--- config.mk ---
export PLATFORM = sky130hd
export DESIGN_NAME = encoder_frame_angle_decoder_top_flat
export DESIGN_NICKNAME = d
export VERILOG_FILES = /design/src/hw/rtl/efad_pkg.sv /design/src/hw/rtl/efad_if.sv /design/src/hw/rtl/encoder_frame_angle_decoder_top.sv /design/src/hw/rtl/efad_frame.sv /design/src/hw/rtl/efad_angle.sv /design/src/flat_wrapper.sv
export SDC_FILE = /design/constraint.sdc
export NUM_CORES = 1
export LEC_CHECK = 0
export BUFFER_PORTS_ARGS = -buffer_cell sky130_fd_sc_hd__buf_2
export CAP_MARGIN = 20
export CORE_ASPECT_RATIO = 1.25
export CORE_UTILIZATION = 50
export CTS_BUF_LIST = sky130_fd_sc_hd__clkbuf_8
export DETAILED_ROUTE_END_ITERATION = 10
export PLACE_DENSITY = 0.65
export REMOVE_ABC_BUFFERS = 1
export SLEW_MARGIN = 20
export SYNTH_ARGS = -nofsm -noshare
export SYNTH_HDL_FRONTEND = slang
export SYNTH_SLANG_ARGS = --single-unit
--- constraint.sdc ---
create_clock -name clk -period 6.33 [get_ports clk]
set_input_delay 0.9495 -clock clk [delete_from_list [all_inputs] [get_ports clk]]
set_output_delay 0.9495 -clock clk [all_outputs]
set_load 0.02 [all_outputs]
--- src/hw/rtl/efad_pkg.sv ---
// Package for the encoder frame angle decoder: frame byte positions, widths,
// the result struct and the angle scaling constants. No dependencies.
package efad_pkg;

    // Widths of the frame fields
    localparam int unsigned BYTE_W  = 8;
    localparam int unsigned POS_W   = 28;
    localparam int unsigned ANGLE_W = 16;
    localparam int unsigned LOW_W   = 12;
    localparam int unsigned IDX_W   = 3;

    // Byte positions inside one frame; the idle code waits for a frame start
    localparam logic [IDX_W-1:0] IDX_SYNC  = 3'd0;
    localparam logic [IDX_W-1:0] IDX_SKIP  = 3'd1;
    localparam logic [IDX_W-1:0] IDX_POS0  = 3'd2;
    localparam logic [IDX_W-1:0] IDX_POS3  = 3'd5;
    localparam logic [IDX_W-1:0] IDX_CHECK = 3'd6;
    localparam logic [IDX_W-1:0] IDX_IDLE  = 3'd7;

    // Sync register value after reset
    localparam logic [BYTE_W-1:0] SYNC_RESET = 8'hAA;

    // floor(low * 46080 / 4095) = floor(low * 1024 / 91), computed as
    // (low * ceil(2^29 / 91)) >> 19; exact for every 12-bit low value.
    localparam int unsigned         RECIP_W     = 23;
    localparam logic [RECIP_W-1:0]  ANGLE_RECIP = 23'd5899681;
    localparam int unsigned         ANGLE_SHIFT = 19;
    localparam int unsigned         PROD_W      = LOW_W + RECIP_W;

    // Outcome of the frame assembler for one accepted item
    typedef struct packed {
        logic             fire;
        logic             ok;
        logic [POS_W-1:0] pos;
    } efad_frame_res_t;

endpackage

--- src/hw/rtl/efad_if.sv ---
// Valid/ready channel interfaces for the received bytes and the results.
// Depends on efad_pkg for field widths.
interface efad_rx_if;
    logic                          valid;
    logic                          ready;
    logic [efad_pkg::BYTE_W-1:0]   rx_byte;
    logic                          frame_start;

    modport source (output valid, output rx_byte, output frame_start, input ready);
    modport sink   (input valid, input rx_byte, input frame_start, output ready);
endinterface

interface efad_res_if;
    logic                          valid;
    logic                          ready;
    logic                          frame_ok;
    logic [efad_pkg::POS_W-1:0]    raw_position;
    logic [efad_pkg::ANGLE_W-1:0]  angle_q7;

    modport source (output valid, output frame_ok, output raw_position,
                    output angle_q7, input ready);
    modport sink   (input valid, input frame_ok, input raw_position,
                    input angle_q7, output ready);
endinterface

--- src/hw/rtl/encoder_frame_angle_decoder_top.sv ---
// Top level of the encoder frame angle decoder: sync register, frame
// assembler, angle scaler and result register. Depends on efad_pkg, efad_if.
//
//   channel | direction | payload
//   rx      | in        | rx_byte[7:0], frame_start
//   res     | out       | frame_ok, raw_position[27:0], angle_q7[15:0]
//   cfg     | in        | cfg_wr_en, cfg_wr_data[7:0] (sync byte)
//
// One byte is taken per cycle while rx is ready; a result appears in the cycle
// after the check byte is taken, from a single result register.
// The rx side stays ready while the result register is empty or being taken,
// so a held result stalls input only when the sink is not ready.
// Reset sets the sync byte to 0xAA, the frame to idle and the held angle to 0.
module encoder_frame_angle_decoder_top (
    input  logic                         clk,
    input  logic                         rst_n,
    efad_rx_if.sink                      rx,
    efad_res_if.source                   res,
    input  logic                         cfg_wr_en,
    input  logic [efad_pkg::BYTE_W-1:0]  cfg_wr_data
);
    import efad_pkg::*;

    logic [BYTE_W-1:0]  sync_reg;
    logic               accept;
    efad_frame_res_t    frame_res;
    logic [ANGLE_W-1:0] angle;

    logic               res_vld_reg;
    logic               ok_reg;
    logic [POS_W-1:0]   pos_reg;
    logic [ANGLE_W-1:0] angle_reg;

    // Input handshake
    assign rx.ready = !res_vld_reg || res.ready;
    assign accept   = rx.valid && rx.ready;

    // Sync byte register
    always_ff @(posedge clk or negedge rst_n)
    begin
        if (!rst_n)
        begin
            sync_reg <= SYNC_RESET;
        end
        else if (cfg_wr_en)
        begin
            sync_reg <= cfg_wr_data;
        end
    end

    efad_frame u_frame (
        .clk         (clk),
        .rst_n       (rst_n),
        .accept      (accept),
        .rx_byte     (rx.rx_byte),
        .frame_start (rx.frame_start),
        .sync_byte   (sync_reg),
        .frame_res   (frame_res)
    );

    efad_angle u_angle (
        .clk       (clk),
        .rst_n     (rst_n),
        .frame_res (frame_res),
        .angle     (angle)
    );

    // Result valid flag
    always_ff @(posedge clk or negedge rst_n)
    begin
        if (!rst_n)
        begin
            res_vld_reg <= 1'b0;
        end
        else if (frame_res.fire)
        begin
            res_vld_reg <= 1'b1;
        end
        else if (res.ready)
        begin
            res_vld_reg <= 1'b0;
        end
    end

    // Result payload, loaded when a frame completes
    always_ff @(posedge clk)
    begin
        if (frame_res.fire)
        begin
            ok_reg    <= frame_res.ok;
            pos_reg   <= frame_res.pos;
            angle_reg <= angle;
        end
    end

    assign res.valid        = res_vld_reg;
    assign res.frame_ok     = ok_reg;
    assign res.raw_position = pos_reg;
    assign res.angle_q7     = angle_reg;

endmodule

--- src/hw/rtl/efad_frame.sv ---
// Frame assembler: tracks the byte position, checks sync and checksum and
// shifts in the position bytes. Depends on efad_pkg.
module efad_frame (
    input  logic                          clk,
    input  logic                          rst_n,
    input  logic                          accept,
    input  logic [efad_pkg::BYTE_W-1:0]   rx_byte,
    input  logic                          frame_start,
    input  logic [efad_pkg::BYTE_W-1:0]   sync_byte,
    output efad_pkg::efad_frame_res_t     frame_res
);
    import efad_pkg::*;

    logic [IDX_W-1:0]  idx_reg,  idx_next;
    logic              sync_seen_reg, sync_seen_next;
    logic [BYTE_W-1:0] sum_reg,  sum_next;
    logic [POS_W-1:0]  pos_reg,  pos_next;
    logic [IDX_W-1:0]  idx_cur;

    // A frame start always restarts at the sync byte
    assign idx_cur = frame_start ? IDX_SYNC : idx_reg;

    // Next state of the frame and the outcome on the check byte
    always_comb
    begin
        idx_next       = idx_reg;
        sync_seen_next = sync_seen_reg;
        sum_next       = sum_reg;
        pos_next       = pos_reg;
        frame_res.fire = 1'b0;
        frame_res.ok   = sync_seen_reg && (sum_reg == rx_byte);
        frame_res.pos  = pos_reg;
        if (accept)
        begin
            case (idx_cur)
                IDX_SYNC:
                begin
                    sync_seen_next = (rx_byte == sync_byte);
                    sum_next       = '0;
                    pos_next       = '0;
                    idx_next       = IDX_SKIP;
                end
                IDX_SKIP:
                begin
                    idx_next = IDX_POS0;
                end
                IDX_CHECK:
                begin
                    frame_res.fire = 1'b1;
                    idx_next       = IDX_IDLE;
                end
                default:
                begin
                    if (idx_cur inside {[IDX_POS0:IDX_POS3]})
                    begin
                        sum_next = sum_reg + rx_byte;
                        pos_next = {pos_reg[POS_W-BYTE_W-1:0], rx_byte};
                        idx_next = idx_cur + 3'd1;
                    end
                    else
                    begin
                        idx_next = IDX_IDLE;
                    end
                end
            endcase
        end
    end

    // Frame state registers
    always_ff @(posedge clk or negedge rst_n)
    begin
        if (!rst_n)
        begin
            idx_reg       <= IDX_IDLE;
            sync_seen_reg <= 1'b0;
            sum_reg       <= '0;
            pos_reg       <= '0;
        end
        else
        begin
            idx_reg       <= idx_next;
            sync_seen_reg <= sync_seen_next;
            sum_reg       <= sum_next;
            pos_reg       <= pos_next;
        end
    end

endmodule

--- src/hw/rtl/efad_angle.sv ---
// Angle scaler: turns the low 12 position bits into 1/128 degree units and
// holds the angle of the last good frame. Depends on efad_pkg.
module efad_angle (
    input  logic                          clk,
    input  logic                          rst_n,
    input  efad_pkg::efad_frame_res_t     frame_res,
    output logic [efad_pkg::ANGLE_W-1:0]  angle
);
    import efad_pkg::*;

    logic [ANGLE_W-1:0] last_angle_reg, last_angle_next;
    logic [PROD_W-1:0]  prod;
    logic [ANGLE_W-1:0] angle_new;

    // Multiply by the reciprocal of 91 and drop the fraction bits
    assign prod      = PROD_W'(frame_res.pos[LOW_W-1:0]) * PROD_W'(ANGLE_RECIP);
    assign angle_new = prod[ANGLE_SHIFT +: ANGLE_W];

    // A bad frame repeats the last good angle
    assign angle           = frame_res.ok ? angle_new : last_angle_reg;
    assign last_angle_next = (frame_res.fire && frame_res.ok) ? angle_new : last_angle_reg;

    always_ff @(posedge clk or negedge rst_n)
    begin
        if (!rst_n)
        begin
            last_angle_reg <= '0;
        end
        else
        begin
            last_angle_reg <= last_angle_next;
        end
    end

endmodule
--- src/flat_wrapper.sv ---
// flat-port wrapper written by rule: the top's interface ports become plain ports
module encoder_frame_angle_decoder_top_flat import efad_pkg::*;
  (clk, rst_n, cfg_wr_en, cfg_wr_data, rx_valid, rx_rx_byte, rx_frame_start, rx_ready, res_valid, res_frame_ok, res_raw_position, res_angle_q7, res_ready);
  efad_rx_if rx_i ();
  efad_res_if res_i ();
  input  logic clk;
  input  logic rst_n;
  input  logic cfg_wr_en;
  input  logic [efad_pkg::BYTE_W-1:0] cfg_wr_data;
  input wire logic [$bits(rx_i.valid)-1:0] rx_valid;
  input wire logic [$bits(rx_i.rx_byte)-1:0] rx_rx_byte;
  input wire logic [$bits(rx_i.frame_start)-1:0] rx_frame_start;
  output wire logic [$bits(rx_i.ready)-1:0] rx_ready;
  output wire logic [$bits(res_i.valid)-1:0] res_valid;
  output wire logic [$bits(res_i.frame_ok)-1:0] res_frame_ok;
  output wire logic [$bits(res_i.raw_position)-1:0] res_raw_position;
  output wire logic [$bits(res_i.angle_q7)-1:0] res_angle_q7;
  input wire logic [$bits(res_i.ready)-1:0] res_ready;
  assign rx_i.valid = rx_valid;
  assign rx_i.rx_byte = rx_rx_byte;
  assign rx_i.frame_start = rx_frame_start;
  assign rx_ready = rx_i.ready;
  assign res_valid = res_i.valid;
  assign res_frame_ok = res_i.frame_ok;
  assign res_raw_position = res_i.raw_position;
  assign res_angle_q7 = res_i.angle_q7;
  assign res_i.ready = res_ready;
  encoder_frame_angle_decoder_top u_core (.clk(clk), .rst_n(rst_n), .rx(rx_i), .res(res_i), .cfg_wr_en(cfg_wr_en), .cfg_wr_data(cfg_wr_data));
endmodule
==> results.cfg, run 1 <==
[synthesis]
ys.flop_type = dfrtp_1
ys_ff_latch = 110
synth_edf_count = 45
synth-compound-area-share_pct = 13.9
yosysSeqAreaShare_pct = 39.2
synth_xor_area_share_pct = 3.56
async_reset_ff_share_pct = 59.1
synth_cell_types = 53
yosys.area_share.simple_pct = 10.8
muxShareOfSynthArea_pct = 1.84
synth-adder-area-share_pct = 25.1
yosys_warnings = 0
synth_top_family_by_area = adder cells
synthCells = 742
netlist_area_um2 = 7620
avgSynthCellArea_um2 = 10.3

[timing]
maxSlewHeadroom_pct = 36.4
fmax_mhz = 200
min_period_over_period_pct = 78.9
slew_violations = 0
rsz0062_at_grt = no
finalSetupViolations = 0
fin_ws_ps = 1330
worst_pin_slew_ps = 951
period_needed_ps = 5000
hold_violations = 0
fin_worst_skew_ps = 19.3
tns_ps = 0

[global_routing]
grt_max_degree = 73
grt_pass1_wl_mm = 27.9
grt_overflow = 0
antenna_found_initial = 0
grt_use_total_pct = 23.0
grt_pass1_vias = 5694

[placement]
placed_cells = 970
dp_slack_ps = 1390
hpwl_mm = 13.4
place_area_um2 = 8110
numPortBuffers = 68
gp_congestion = 0.891

[critical_path]
crit_buf_inv = 2
r2r_cells = 15
path_max_fanout = 9
r2r-end = u_core.res.angle_q7[15]$_DFFE_PP_
arrival_ps = 5140
cp.depth = 15
cpPeakStageDelay_ps = 550
critical_path.cell_chain = ha_1 > ha_1 > ha_1 > inv_1 > fa_1 > fa_1 > inv_1 > ha_1 > a21oi_2 > a21bo_2 > a41oi_1 > nor2_1 > a2111oi_4 > xor2_1 > o21ai_1
crit_family = adder cells
path_common_cell = ha_1
cp.required_ps = 6470
worstReg2RegStart = u_core.u_frame.pos_reg[5]$_DFFE_PN0P_
critPathCaptureType = flip-flop
cp_slowest_cell = fa_1
start_kind = flip-flop
startpoint = u_core.u_frame.pos_reg[5]$_DFFE_PN0P_
critical_path_class = reg -> reg
rrSetupSlack_ps = 1330
endpoint = u_core.res.angle_q7[15]$_DFFE_PP_

[final_layout]
final_area_um2 = 8320
antenna_cells = 0
fin_nets = 953
stdcell_count = 986
area_growth_pct = 9.13
post_route_cells_drive_above_1_share_pct = 15.3
fillers = 1321

[floorplan]
io_pins = 69
die-height_um = 140
die_x_um = 112
rows = 50
start_util_pct = 51.0
fp.coreArea_um2 = 15000
die-area_um2 = 15700

[clocking]
cts_resized = 0
postCtsSetupBuffers = 0
clockBufferDepth = 2
clk_pin_slew_ps = 130
cts_buffers = 9
root_buffer = clkbuf_8
htreeDepth = 3
cts_tree = built
hold_buffers = 0
cts_sinks = 110
clk_latency_ps = 410

[route]
postRouteAntennaNets = 0
wirelength_mm = 16.9
viasPerCell = 5.59
first_pass_iters = 4
drc = 0
drt_iter0_drc = 274
routedWlPerCell_um = 17.2
num_vias = 5510

[worst_hold_path]
hp-class = reg -> reg

[run_status]
status = complete, no violations

[run]
maxCapViolations = 0
-- final cells by class --
type / instances / area (um2) / share of cell area, %
Sequential cell: 110 / 2990 / 35.9
Multi-Input combinational cell: 524 / 4220 / 50.7
Clock inverter: 7 / 81.3 / 0.978
Tap cell: 182 / 228 / 2.74
Clock buffer: 9 / 124 / 1.49
Inverter: 82 / 308 / 3.70
Timing Repair Buffer: 72 / 370 / 4.45
-- cells in the mapped netlist (all sizes together), types with 2 or more instances --
| master | instances | share of area [%] |
|---|---|---|
| o21ai | 73 | 4.8 |
| a31oi | 6 | 0.57 |
| nor2 | 23 | 1.1 |
| dfrtp | 58 | 19 |
| nand3 | 6 | 0.39 |
| a21boi | 2 | 0.20 |
| nand2 | 115 | 5.7 |
| o211ai | 2 | 0.26 |
| mux2 | 8 | 1.2 |
| xnor2 | 15 | 1.7 |
| a2111oi | 3 | 1.1 |
| o31ai | 12 | 1.2 |
| fa | 35 | 9.2 |
| dfstp | 7 | 2.4 |
| o41ai | 2 | 0.23 |
| xor2 | 16 | 1.8 |
| mux2i | 5 | 0.66 |
| buf | 9 | 0.71 |
| o21bai | 3 | 0.30 |
| a21oi | 31 | 2.2 |
| nor2b | 7 | 0.57 |
| nand4 | 9 | 0.90 |
| and3 | 2 | 0.16 |
| nand2b | 8 | 0.66 |
| a211oi | 8 | 0.85 |
| clkbuf | 17 | 0.84 |
| a21o | 12 | 1.2 |
| a41oi | 3 | 0.44 |
| o21a | 2 | 0.20 |
| nor3 | 10 | 0.72 |
| edfxtp | 45 | 18 |
| inv | 82 | 4.0 |
| ha | 97 | 16 |
-- logic make-up (layout without fill, tap and decap cells) --
kind of cell	after synthesis	count (layout)
AND/OR/NAND/NOR	186	186
AO/OA/AOI/OAI	162	162
adder cells (fa/ha/maj)	132	132
flip-flops	110	110
buffers and inverters	108	170
XOR/XNOR	31	31
multiplexers	13	13
-- metal layers --
| metal | GRT usage, % | wire, um | part of all wire (%) |
|---|---|---|---|
| met1 | 25.5 | 6720 | 40 |
| met2 | 44.1 | 9240 | 55 |
| met3 | 2.29 | 441 | 2.6 |
| met4 | 10.2 | 539 | 3.2 |
| met5 | 0 | 0 | 0 |
-- per-stage QoR --
step / util (%) / hold WS (ps)
CTS: 55.6 / 466
global route: 55.6 / 484
global placement: 54.3 / 434
finish: 55.6 / 462
floorplan: - / 425
detailed placement: 54.3 / 438
-- cell usage in the layout, fill, tap and decap left out, types with 12 or more instances in the layout --
master	n
nand2_1	115
ha_1	97
inv_1	82
buf_2	68
dfrtp_1	58
o21ai_0	55
edfxtp_1	45
fa_1	35
a21oi_1	27
nor2_1	22
o21ai_1	17
xor2_1	16
xnor2_1	15
a21o_1	12
o31ai_1	12
-- worst min path at each step --
stage                                                 from                                     to  cells past startpoint
finish              u_core.u_frame.pos_reg[26]$_DFFE_PN0P_  u_core.res.raw_position[26]$_DFFE_PP_                      0
global route        u_core.u_frame.pos_reg[23]$_DFFE_PN0P_  u_core.res.raw_position[23]$_DFFE_PP_                      0
CTS                 u_core.u_frame.pos_reg[26]$_DFFE_PN0P_  u_core.res.raw_position[26]$_DFFE_PP_                      0
detailed placement  u_core.u_frame.pos_reg[25]$_DFFE_PN0P_  u_core.res.raw_position[25]$_DFFE_PP_                      0
global placement    u_core.u_frame.pos_reg[22]$_DFFE_PN0P_  u_core.res.raw_position[22]$_DFFE_PP_                      0
floorplan           u_core.u_frame.pos_reg[20]$_DFFE_PN0P_  u_core.res.raw_position[20]$_DFFE_PP_                      0
Power of run 1 is not shown: default switching activity piles up to over one toggle a cycle in this logic, so the estimate is an artifact.
==> run 2, diff against run 1 <==
- PLACE_DENSITY: 0.65 -> 0.68
- clock period: 6.33 -> 4.1 ns (I/O delays scaled with it)
==> run 2 against run 1 <==
The flow now finishes with violations (setup timing); critical path depth is 2 higher; first-iteration DRC count is 8.0% higher; sequential share of layout area is 6.0 points lower; clock skew is 2.5 ps lower; global-route usage is 3.1 points higher; setup slack worse by 1700 ps; sequential cell count stayed put; worst hold slack worse by 100 ps; non-clock buffer count is 115 higher; maximum frequency is 12% higher; critical path type unchanged; largest cell class unchanged.
==> results.cfg, run 2 (synthesized netlist as in run 1, its figures left out) <==
[clocking]
htreeDepth = 3
clockBufferDepth = 2
root_buffer = clkbuf_8
hold_buffers = 0
clk_latency_ps = 420
clk_pin_slew_ps = 130
cts_tree = built
cts_buffers = 9
cts_sinks = 110

[timing]
hold_violations = 0
slew_violations = 0
fmax_mhz = 225
fin_ws_ps = -346
period_needed_ps = 4450
fin_hold_ws_ps = 358
maxSlewHeadroom_pct = 25.9
min_period_over_period_pct = 108
fin_worst_skew_ps = 16.8
worst_pin_slew_ps = 1110
finalSetupViolations = 30
rsz0062_at_grt = yes

[critical_path]
r2r_cells = 17
worstReg2RegStart = u_core.u_frame.pos_reg[6]$_DFFE_PN0P_
r2r-end = u_core.res.angle_q7[4]$_DFFE_PP_
arrival_ps = 4690
start_kind = flip-flop
rrSetupSlack_ps = -350
path_max_fanout = 3
critPathCaptureType = flip-flop
critical_path_class = reg -> reg
cp.required_ps = 4340

[placement]
placed_cells = 1068
numPortBuffers = 68
gp_congestion = 0.893
place_area_um2 = 8850
hpwl_mm = 14.4

[final_layout]
area_growth_pct = 31.4
final_common_cell = buf_4
multi_input_area_um2 = 5000
final_area_um2 = 10000
stdcell_count = 1101
antenna_cells = 0
fin_nets = 1068
final_cell_mix = buf_4 (111), nand2_1 (107), inv_1 (75)
final_util_pct = 67.0
regArea_um2 = 2990
fillers = 1108
post_route_cells_drive_above_1_share_pct = 36.7

[route]
drc = 0
first_pass_iters = 4
wirelength_mm = 20.2
postRouteAntennaNets = 0
viasPerCell = 5.53
drt_iter0_drc = 296
routedWlPerCell_um = 18.4
num_vias = 6089

[global_routing]
grt_use_total_pct = 26.1
grt_pass1_wl_mm = 31.7
grt_overflow = 0
grt_max_degree = 73
antenna_found_initial = 0
grt_pass1_vias = 6558

[floorplan]
die-area_um2 = 15700
rows = 50
start_util_pct = 51.0
die-height_um = 140
io_pins = 69
fp.coreArea_um2 = 15000
die_x_um = 112

[worst_hold_path]
hp-class = in -> async

[run]
maxCapViolations = 0

[run_status]
violations = setup timing
status = complete, but fails checks
-- run 2: per-layer routing --
layer	track usage (%)	vias up	part of all wire, %
met3	3.33	78	3.6
li1	-	2887	-
met1	26.8	2966	36
met2	49.7	158	54
met5	0	-	0
met4	16.6	0	6.2
-- run 2: how the worst max path moves through the flow --
stage	startpoint	endpoint	slack (ps)	depth (start not counted)
finish	u_core.u_frame.pos_reg[6]$_DFFE_PN0P_	u_core.res.angle_q7[4]$_DFFE_PP_	-350	17
global placement	u_core.u_frame.pos_reg[9]$_DFFE_PN0P_	u_core.res.angle_q7[14]$_DFFE_PP_	-520	16
global route	u_core.u_frame.pos_reg[4]$_DFFE_PN0P_	u_core.res.angle_q7[4]$_DFFE_PP_	-460	17
detailed placement	u_core.u_frame.pos_reg[9]$_DFFE_PN0P_	u_core.res.angle_q7[14]$_DFFE_PP_	-560	16
CTS	u_core.u_frame.pos_reg[4]$_DFFE_PN0P_	u_core.res.angle_q7[14]$_DFFE_PP_	-210	16
floorplan	u_core.u_frame.pos_reg[4]$_DFFE_PN0P_	u_core.res.angle_q7[15]$_DFFE_PP_	-290	15
-- run 2: metrics by stage --
stage / setup TNS (ps) / worst slack [ps]
after floorplan: -3660 / -294
after global placement: -8260 / -521
after detailed placement: -11510 / -562
after CTS: -3160 / -211
after global routing: -9880 / -465
final: -5540 / -346
-- run 2: repair_timing --
item | 4_1_cts | 5_1_grt
setup buffers | 13 | 5
pin swaps | 47 | 49
gates resized for setup | 94 | 49
endpoints found under the setup margin | 32 | 32
-- run 2: worst max-delay path, cell delays in order (launching register included) --
cell and delay (ps):
dfrtp_2 470, buf_6 140, buf_4 150, ha_2 190, fa_1 470, fa_1 510, inv_1 60, fa_1 490
inv_2 50, ha_4 270, nand2_4 60, o211ai_1 340, nand2_2 140, buf_4 180, a211oi_4 220, o21bai_1 120
and3b_1 220, o31ai_2 200
-- run 2: area by class of cell --
type	instances	area share, %
clock inverter	7	0.987
sequential	110	29.9
multi-input combinational	524	49.9
inverter	82	3.07
tap	182	2.27
timing repair buffer	187	12.6
clock buffer	9	1.24
Power of run 2 is left out for the same reason.
==> run 3, diff against run 2 <==
- CTS_CLUSTER_DIAMETER: unset -> 120
- clock period: 4.1 -> 3.9 ns (I/O delays scaled with it)
==> run 3 against run 2 <==
The run still ends with setup timing left; cell count grew 1.1%; critical path depth increased by 3; global-route usage grew 0.25 points; maximum frequency shrank 0.16%; via count about the same; sequential cell count unchanged.
==> results.cfg, run 3 (synthesized netlist as in run 1, its figures left out) <==
[floorplan]
die-height_um = 140
die_x_um = 112
die-area_um2 = 15700
fp.coreArea_um2 = 15000
rows = 50
io_pins = 69
start_util_pct = 51.0

[timing]
slew_violations = 0
maxSlewHeadroom_pct = 38.8
fin_hold_ws_ps = 224
fmax_mhz = 225
finalSetupViolations = 32
period_needed_ps = 4450
worst_pin_slew_ps = 918
hold_violations = 0
tns_ps = -12130
min_period_over_period_pct = 114
rsz0062_at_grt = yes
fin_ws_ps = -554
fin_worst_skew_ps = 18.2

[clocking]
cts_buffers = 9
cts_sinks = 110
root_buffer = clkbuf_8
clk_pin_slew_ps = 120
clk_latency_ps = 400
cts_tree = built
clockBufferDepth = 2
hold_buffers = 0
htreeDepth = 3

[worst_hold_path]
hp-class = in -> async

[global_routing]
antenna_found_initial = 0
grt_pass1_wl_mm = 31.9
grt_max_degree = 60
grt_overflow = 0
grt_pass1_vias = 6546
grt_use_total_pct = 26.4

[route]
routedWlPerCell_um = 18.3
viasPerCell = 5.47
drc = 0
drt_iter0_drc = 342
first_pass_iters = 5
num_vias = 6090
wirelength_mm = 20.3
postRouteAntennaNets = 0

[critical_path]
critPathCaptureType = flip-flop
r2r_cells = 20
path_max_fanout = 4
critical_path.cell_chain = buf_4 > inv_1 > ha_1 > inv_1 > fa_2 > ha_4 > inv_2 > fa_1 > inv_2 > ha_4 > ha_4 > buf_4 > nand2_2 > o21ai_2 > a22oi_2 > nand4_4 > buf_4 > a31oi_4 > xor2_2 > o21ai_1
cp_slowest_cell = fa_1
cpPeakStageDelay_ps = 590
start_kind = flip-flop
arrival_ps = 4600
critical_path_class = reg -> reg
cp.required_ps = 4050

[final_layout]
fin_nets = 1080
post_route_cells_drive_above_1_share_pct = 37.5
final_common_cell = buf_4
fillers = 1076
regArea_um2 = 2990
antenna_cells = 0
multi_input_area_um2 = 5020
final_cell_mix = buf_4 (121), nand2_1 (108), inv_1 (74)
area_growth_pct = 32.9
final_area_um2 = 10100

[run_status]
violations = setup timing
status = complete, but fails checks

[placement]
hpwl_mm = 14.3
numPortBuffers = 68
gp_congestion = 0.906
place_area_um2 = 8870

[run]
maxCapViolations = 0
==> run 3: cell types whose count changed in the layout (fill, tap and decap cells not counted), sizes merged <==
cell,before,now
buf,187,199
==> run 3: through the flow <==
| stage | util, % | worst slack [ps] | instances |
|---|---|---|---|
| CTS | 66.4 | -429 | 1110 |
| detailed placement | 59.3 | -769 | 1071 |
| global route | 67.7 | -741 | 1113 |
| finish | 67.7 | -554 | 1113 |
| floorplan | - | -494 | 716 |
| global placement | 59.3 | -709 | 1071 |
==> run 3: layer usage <==
metal  global-route usage [%]  wire length, um  vias up
met5                        0                0        -
met4                     17.8             1080        0
met3                     2.90              623       66
met2                     49.5            11100      161
met1                     27.5             7570     2953
li1                         -                -     2910
==> run 3: repair_timing <==
item                       in CTS  in global routing
pin swaps                      70                 37
setup endpoints to repair      32                 32
gates resized for setup       109                 37
buffers inserted               23                  3
==> run 3: area by class of cell <==
cell class	instances	area share [%]
tap	182	2.25
multi-input combinational	524	49.6
clock inverter	7	0.976
timing repair buffer	199	13.4
sequential	110	29.5
clock buffer	9	1.22
inverter	82	3.04
==> run 3: worst paths after layout <==
| check | from | endpoint | slack, ps |
|---|---|---|---|
| worst min register to register | u_core.u_frame.pos_reg[25]$_DFFE_PN0P_ | u_core.res.raw_position[25]$_DFFE_PP_ | 460 |
| worst max-delay path | u_core.u_frame.pos_reg[10]$_DFFE_PN0P_ | u_core.res.angle_q7[13]$_DFFE_PP_ | -550 |
| worst min-delay path | rst_n | u_core.u_angle.last_angle_reg[6]$_DFFE_PN0P_ | 220 |
| worst max register to register | u_core.u_frame.pos_reg[10]$_DFFE_PN0P_ | u_core.res.angle_q7[13]$_DFFE_PP_ | -550 |
| min in group clk | cfg_wr_data[0] | u_core.sync_reg[0]$_DFFE_PN0P_ | 410 |
| max in group asynchronous | rst_n | u_core.u_frame.pos_reg[9]$_DFFE_PN0P_ | 2670 |
==> run 3: worst max-delay path, delay by kind of cell, from the launching register on <==
kind | cells | cell delay [ps]
compound gates | 4 | 570
xor+xnor | 1 | 160
flops | 1 | 440
buf+inv | 7 | 730
simple gates | 2 | 260
fa+ha+maj | 6 | 2050
Power of run 3 is left out for the same reason.
